[src/rtl/blfa_pkg.sv]
package blfa_pkg;

  // Pool geometry.
  localparam int NUM_WORDS = 64;
  localparam int WORD_BITS = 64;
  localparam int ID_W      = 12;

  localparam int ID_CAP   = 1 << ID_W;
  localparam int RAW_IDS  = NUM_WORDS * WORD_BITS;
  localparam int POOL_IDS = (RAW_IDS < ID_CAP) ? RAW_IDS : ID_CAP;

  localparam int WADDR_W = (NUM_WORDS > 1) ? $clog2(NUM_WORDS) : 1;
  localparam int BIT_W   = $clog2(WORD_BITS);
  // Wide enough for any linear index and for POOL_IDS itself.
  localparam int LIN_W   = $clog2(RAW_IDS) + 1;

  // Identifier to word index by multiplication with a rounded-up reciprocal.
  // The shift leaves enough headroom that the quotient is exact over ID_W bits.
  localparam int DIV_SH    = ID_W + 7;
  localparam int DIV_RECIP = ((1 << DIV_SH) + WORD_BITS - 1) / WORD_BITS;
  localparam int RECIP_W   = DIV_SH + 1;
  localparam int PROD_W    = ID_W + RECIP_W;

  localparam logic REQ_ALLOC = 1'b0;
  localparam logic REQ_FREE  = 1'b1;

  typedef enum logic [1:0] {
    STAT_OK        = 2'd0,
    STAT_EMPTY     = 2'd1,
    STAT_NOT_ALLOC = 2'd2
  } status_t;

  typedef enum logic {
    ST_IDLE,
    ST_MOD
  } state_t;

  typedef struct packed {
    logic                 en;
    logic [WADDR_W-1:0]   addr;
    logic [WORD_BITS-1:0] data;
  } wr_req_t;

  // Position of the lowest clear bit; 0 when the word is full.
  function automatic logic [BIT_W-1:0] first_zero(input logic [WORD_BITS-1:0] w);
    logic [BIT_W-1:0] pos;
    pos = '0;
    for (int i = WORD_BITS - 1; i >= 0; i--) begin
      if (!w[i]) begin
        pos = BIT_W'(i);
      end
    end
    return pos;
  endfunction

endpackage

[src/rtl/blfa_store.sv]
module blfa_store
  import blfa_pkg::*;
(
  input  logic                 clk,
  input  logic                 rst_n,
  input  logic                 rd_en,
  input  logic [WADDR_W-1:0]   rd_addr,
  output logic [WORD_BITS-1:0] rd_data,
  input  wr_req_t              wr,
  output logic [NUM_WORDS-1:0] full
);

  // Bitmap words. A word never written since reset reads as all free.
  logic [WORD_BITS-1:0] mem [NUM_WORDS];
  logic [WORD_BITS-1:0] rdata_r;
  logic                 rvalid_r;
  logic [NUM_WORDS-1:0] valid_r;
  logic [NUM_WORDS-1:0] full_r;

  always_ff @(posedge clk) begin
    if (wr.en) begin
      mem[wr.addr] <= wr.data;
    end
    if (rd_en) begin
      rdata_r <= mem[rd_addr];
    end
  end

  always_ff @(posedge clk) begin
    if (!rst_n) begin
      valid_r  <= '0;
      full_r   <= '0;
      rvalid_r <= 1'b0;
    end else begin
      if (rd_en) begin
        rvalid_r <= valid_r[rd_addr];
      end
      if (wr.en) begin
        valid_r[wr.addr] <= 1'b1;
        full_r[wr.addr]  <= &wr.data;
      end
    end
  end

  assign rd_data = rvalid_r ? rdata_r : '0;
  assign full    = full_r;

endmodule

[config.mk]
export PLATFORM = sky130hd
export DESIGN_NAME = blfa_store
export DESIGN_NICKNAME = d
export VERILOG_FILES = /design/src/rtl/blfa_pkg.sv /design/src/rtl/blfa_store.sv
export SDC_FILE = /design/constraint.sdc
export NUM_CORES = 2
export LEC_CHECK = 0
export BUFFER_PORTS_ARGS = -buffer_cell sky130_fd_sc_hd__buf_2
export CAP_MARGIN = 20
export CELL_PAD_IN_SITES_DETAIL_PLACEMENT = 0
export CELL_PAD_IN_SITES_GLOBAL_PLACEMENT = 2
export CORE_ASPECT_RATIO = 0.5
export CORE_MARGIN = 5
export CORE_UTILIZATION = 32
export DETAILED_ROUTE_END_ITERATION = 10
export HOLD_SLACK_MARGIN = 0.12
export PLACE_DENSITY = 0.64
export RECOVER_POWER = 50
export SYNTH_ARGS = -nofsm -noshare
export SYNTH_HDL_FRONTEND = slang
export SYNTH_SLANG_ARGS = --single-unit
[constraint.sdc]
create_clock -name clk -period 4.9 [get_ports clk]
set_clock_uncertainty 0.2 [all_clocks]
set_input_delay 0 -clock clk [delete_from_list [all_inputs] [get_ports clk]]
set_output_delay 0 -clock clk [all_outputs]
set_load 0.02 [all_outputs]
Yosys cells after proc, flatten, opt, wreduce, memory -nomap -nowiden
Memories as Yosys holds them, arrays and structs flattened. A register that Yosys moved wholly into a read port is not among the register bits.
Index checks and enable logic that the tools add are counted.

cells by class
  mux-type cells = 8
  $lt $le $gt $ge = 3
  bitwise logic cells = 1
  reductions and logical operators = 2

operators by type and width
  cell                  number
  $bwmux W64            1
  $mux W64              1
  $or A64 B64 Y64       1
  $reduce_and A64 Y1    1
  $lt A6 B7 Y1 const B  2
  $bmux W1 S6           1
  $demux W1 S6          1
  $ge A6 B1 Y1 const B  1
  $mux W1               4
  $logic_and A1 B1 Y1   1

word-level totals
  input bits = 80
  output and inout port bits = 128
  memory bits (writable) = 4096
  flip-flop bits (word level) = 129
  memories = 1
  logic and storage cells = 18

memory list
  name  depth  bits a word  read ports  clocked after memory_dff  write ports  line              text
  mem   64     64           1           1                         1            blfa_store.sv:14  logic [WORD_BITS-1:0] mem [NUM_WORDS];

Logic depth before layout (Yosys ltp)
  word-level depth = 5
  mapped depth = 9
  depth with buffers taken out = 5

Worst setup path after synthesis
No wires, ideal clock.

  kind = input port to flip-flop
  start = input port wr[67] (netlist name)
  end = memory mem[32][0] (enable)
  library setup time = 0.489 ns
  slack = 0.673 ns
  arrival = 3.538 ns
  data required time = 4.211 ns
  stages = 4
  path buffers = 2
  path through = or3b_2 clkbuf_1 clkbuf_1 nor2_1

RTL lines
  item         line              text
  from (decl)  blfa_store.sv:9   input wr_req_t wr,
  to (decl)    blfa_store.sv:14

Straight into the memory's write port.

Final worst setup path
  start = input port wr[66] (netlist name)
  end = memory mem[47][18] (enable)

Straight into the memory's write port.

==> results.sh <==
export IMPL_synth_common_cells="edfxtp_1, mux4_2, clkbuf_1"
export IMPL_violations="capacitance limit, slew limit"
export IMPL_dp_slack_ns=1.40
export IMPL_maxCapViolCount=60
export IMPL_io_buffers=207
export IMPL_power_density_nw_per_um2=399
export IMPL_syn_area_per_cell_um2=25.1
export IMPL_synth_top_area_cell="edfxtp_1"
export IMPL_synth_most_common_cell="edfxtp_1"
export IMPL_io_pins=208
export IMPL_max_freq_ghz=0.211
export IMPL_ys_ff_latch=4289
export IMPL_synth_flop_cell="edfxtp_1"
export IMPL_core_um2=504000
export IMPL_setup_tns_ns=0
export IMPL_dp_hpwl_mm=259
export IMPL_cts_htree_levels=5
export IMPL_rsz0062_at_grt="no"
export IMPL_cts_root_buf="clkbuf_16"
export IMPL_cts_sinks=4289
export IMPL_ys_warn_count=0
export IMPL_async_flop_share_pct=0
export IMPL_cts_tree="done"
export IMPL_worstPathMaxFanout=53
export IMPL_fp_dieH_um=514
export IMPL_synth_cell_types=36
export IMPL_status="finished, violations left"
export IMPL_whs_path_depth=3
export IMPL_fillers=44800
export IMPL_synth_area_top_cells="edfxtp_1, mux4_2, dfxtp_1"
export IMPL_cp_end_kind="register"
export IMPL_crit_buf_inv=4
export IMPL_grt_pass1_vias=78400
export IMPL_syn_area_um2=162000
export IMPL_grt_max_degree=76
export IMPL_setup_viol=0
export IMPL_grt_first_pass_wirelength_mm=677
export IMPL_path_class="primary input to register"
export IMPL_hp_class="primary input to register"
export IMPL_finalMaxSlewViolations=3529
export IMPL_nets=7350
export IMPL_worstSkewPairLatency_ns=0.94
export IMPL_wl_mm=496
export IMPL_viasPerCell=5.47
export IMPL_slew_headroom_pct=-179
export IMPL_p_leak_nw=57.9
export IMPL_synth_edf_count=4160
export IMPL_start_util_pct=32.2
export IMPL_wl_per_cell_um=34.7
export IMPL_synthCells=6463
export IMPL_drcViolationCount=0
export IMPL_finalHoldViolations=0
export IMPL_crit_slowest_cell="clkbuf_2"
export IMPL_arrival_ns=4.45
export IMPL_grt_usage_pct=18.6
export IMPL_r2r_cells=4
export IMPL_required_ns=4.60
export IMPL_fin_ws_ns=0.150
export IMPL_multi_input_area_um2=33700
export IMPL_dr_first_iter_drc_count=10400
export IMPL_max_stage_delay_ns=1.81
export IMPL_grt_overflow_total=0
export IMPL_path_cells="dlygate4sd3_1 -> clkbuf_1 -> nand4_1 -> clkbuf_1 -> nor2_1 -> clkbuf_2"
export IMPL_place_gp_congestion=0.732
export IMPL_synth_top_cell_area_share_pct=77.0
export IMPL_cp_depth=6
export IMPL_die_w_mm=1.02
export IMPL_rows=184
export IMPL_route_vias_total=78300
export IMPL_fin_crit_ns=4.75
export IMPL_die_area_um2=522000
export IMPL_clk_pin_slew_ns=0.06
export IMPL_cts_max_path_buffers=4
export IMPL_route_antenna_remaining_nets=0
export IMPL_first_pass_iters=6
export IMPL_fin_crit_sh_pct=96.9
export IMPL_worst_setup_path_start_kind="primary input"
export IMPL_final_seq_area_um2=128000
export IMPL_antenna_found_initial=29
export IMPL_synth_nets=6543
export IMPL_layout_drive_gt1_share_pct=31.8
export IMPL_worst_pin_slew_ns=4.18
export IMPL_area_delta_synth_final_pct=17.0
export IMPL_numCtsBuffers=412
export IMPL_worst_path_most_repeated_cell="clkbuf_1"
export IMPL_utilization_pct=37.7
export IMPL_critPathTopFamily="buffers and inverters"
export IMPL_ir_drop_uv=296
export IMPL_seq_area_frac_synth_pct=78.6
[sequential cells by signal, indices dropped and copies added (netlist names)]
register  count
full         64
valid_r      64
rvalid_r      1
rdata_r      64
mem        4096
[metal layers]
layer  routed length [µm]  GRT usage, %
met5                   15             0
met4                13400          4.23
met3                34500          2.44
met2               244000          31.1
met1               205000          26.0
[repair_timing]
action	4_1_cts	5_1_grt
hold buffers	157	0
gates resized for setup	0	0
setup buffers	0	0
hold endpoints to repair	5864	0
[per-stage QoR]
step | std cells | hold WS, ns | cell area, µm² | power, W
2_1_floorplan | 6463 | -0.101 | 162000 | 0.0434
3_3_place_gp | 13400 | 0.0382 | 175000 | 0.0450
3_5_place_dp | 13400 | 0.0419 | 176000 | 0.0450
4_1_cts | 14300 | 0.121 | 190000 | 0.0763
5_1_grt | 14300 | 0.160 | 190000 | 0.0781
6_report | 14300 | 0.173 | 190000 | 0.0758
[power breakdown]
group	switching, W	internal, W	total, W
sequential	0.000163	0.0406	0.0407
clock	0.0138	0.0177	0.0315
combinational	0.00201	0.00156	0.00357
[cell usage in the layout (no fill, tap or decap), types with 8 or more instances in the layout]
cell	netlist	routed
bufinv_16	0	37
buf_2	80	93
nand2_1	68	68
nor2_4	0	59
buf_4	15	168
clkinvlp_4	0	8
dfxtp_1	129	128
o21ai_0	64	64
clkbuf_16	0	419
edfxtp_1	4160	4160
mux4_2	1356	1356
inv_6	0	10
clkinv_2	0	81
buf_12	0	152
clkbuf_1	212	246
and2_1	64	64
nand4_1	17	17
clkinv_1	0	105
o21a_1	64	64
nor2_1	67	8
dlygate4sd3_1	0	155
nand3_1	8	8
a21boi_0	64	64
[layout make-up]
class / count / share of cell area (%)
clock inverter: 250 / 1.18
sequential: 4289 / 67.2
multi-input combinational: 1820 / 17.8
antenna: 7 / 0.00923
clock buffer: 501 / 5.71
tap: 6696 / 4.41
timing repair buffer: 747 / 3.73
[final timing paths]
check         startpoint     endpoint  slack, ns
max               wr[66]  mem[47][18]       0.15
min                rst_n  valid_r[18]       0.17
max reg2reg   mem[53][4]   rdata_r[4]       2.01
min reg2reg  valid_r[22]  valid_r[22]       0.26
[cells by family after synthesis]
group | Yosys count | share of synthesized area, %
compound gates | 206 | 0.853
buf+inv | 354 | 0.929
flops | 4289 | 78.6
mux | 1364 | 18.9
simple gates | 250 | 0.761
[worst reg2reg max path, cell delays in order, from the launching register on]
cell and delay [ns]:
edfxtp_1 0.36, mux4_2 0.48, mux4_2 0.56, mux4_2 0.48, dlygate4sd3_1 0.56
Note: power is estimated with default switching activity, not from simulation.
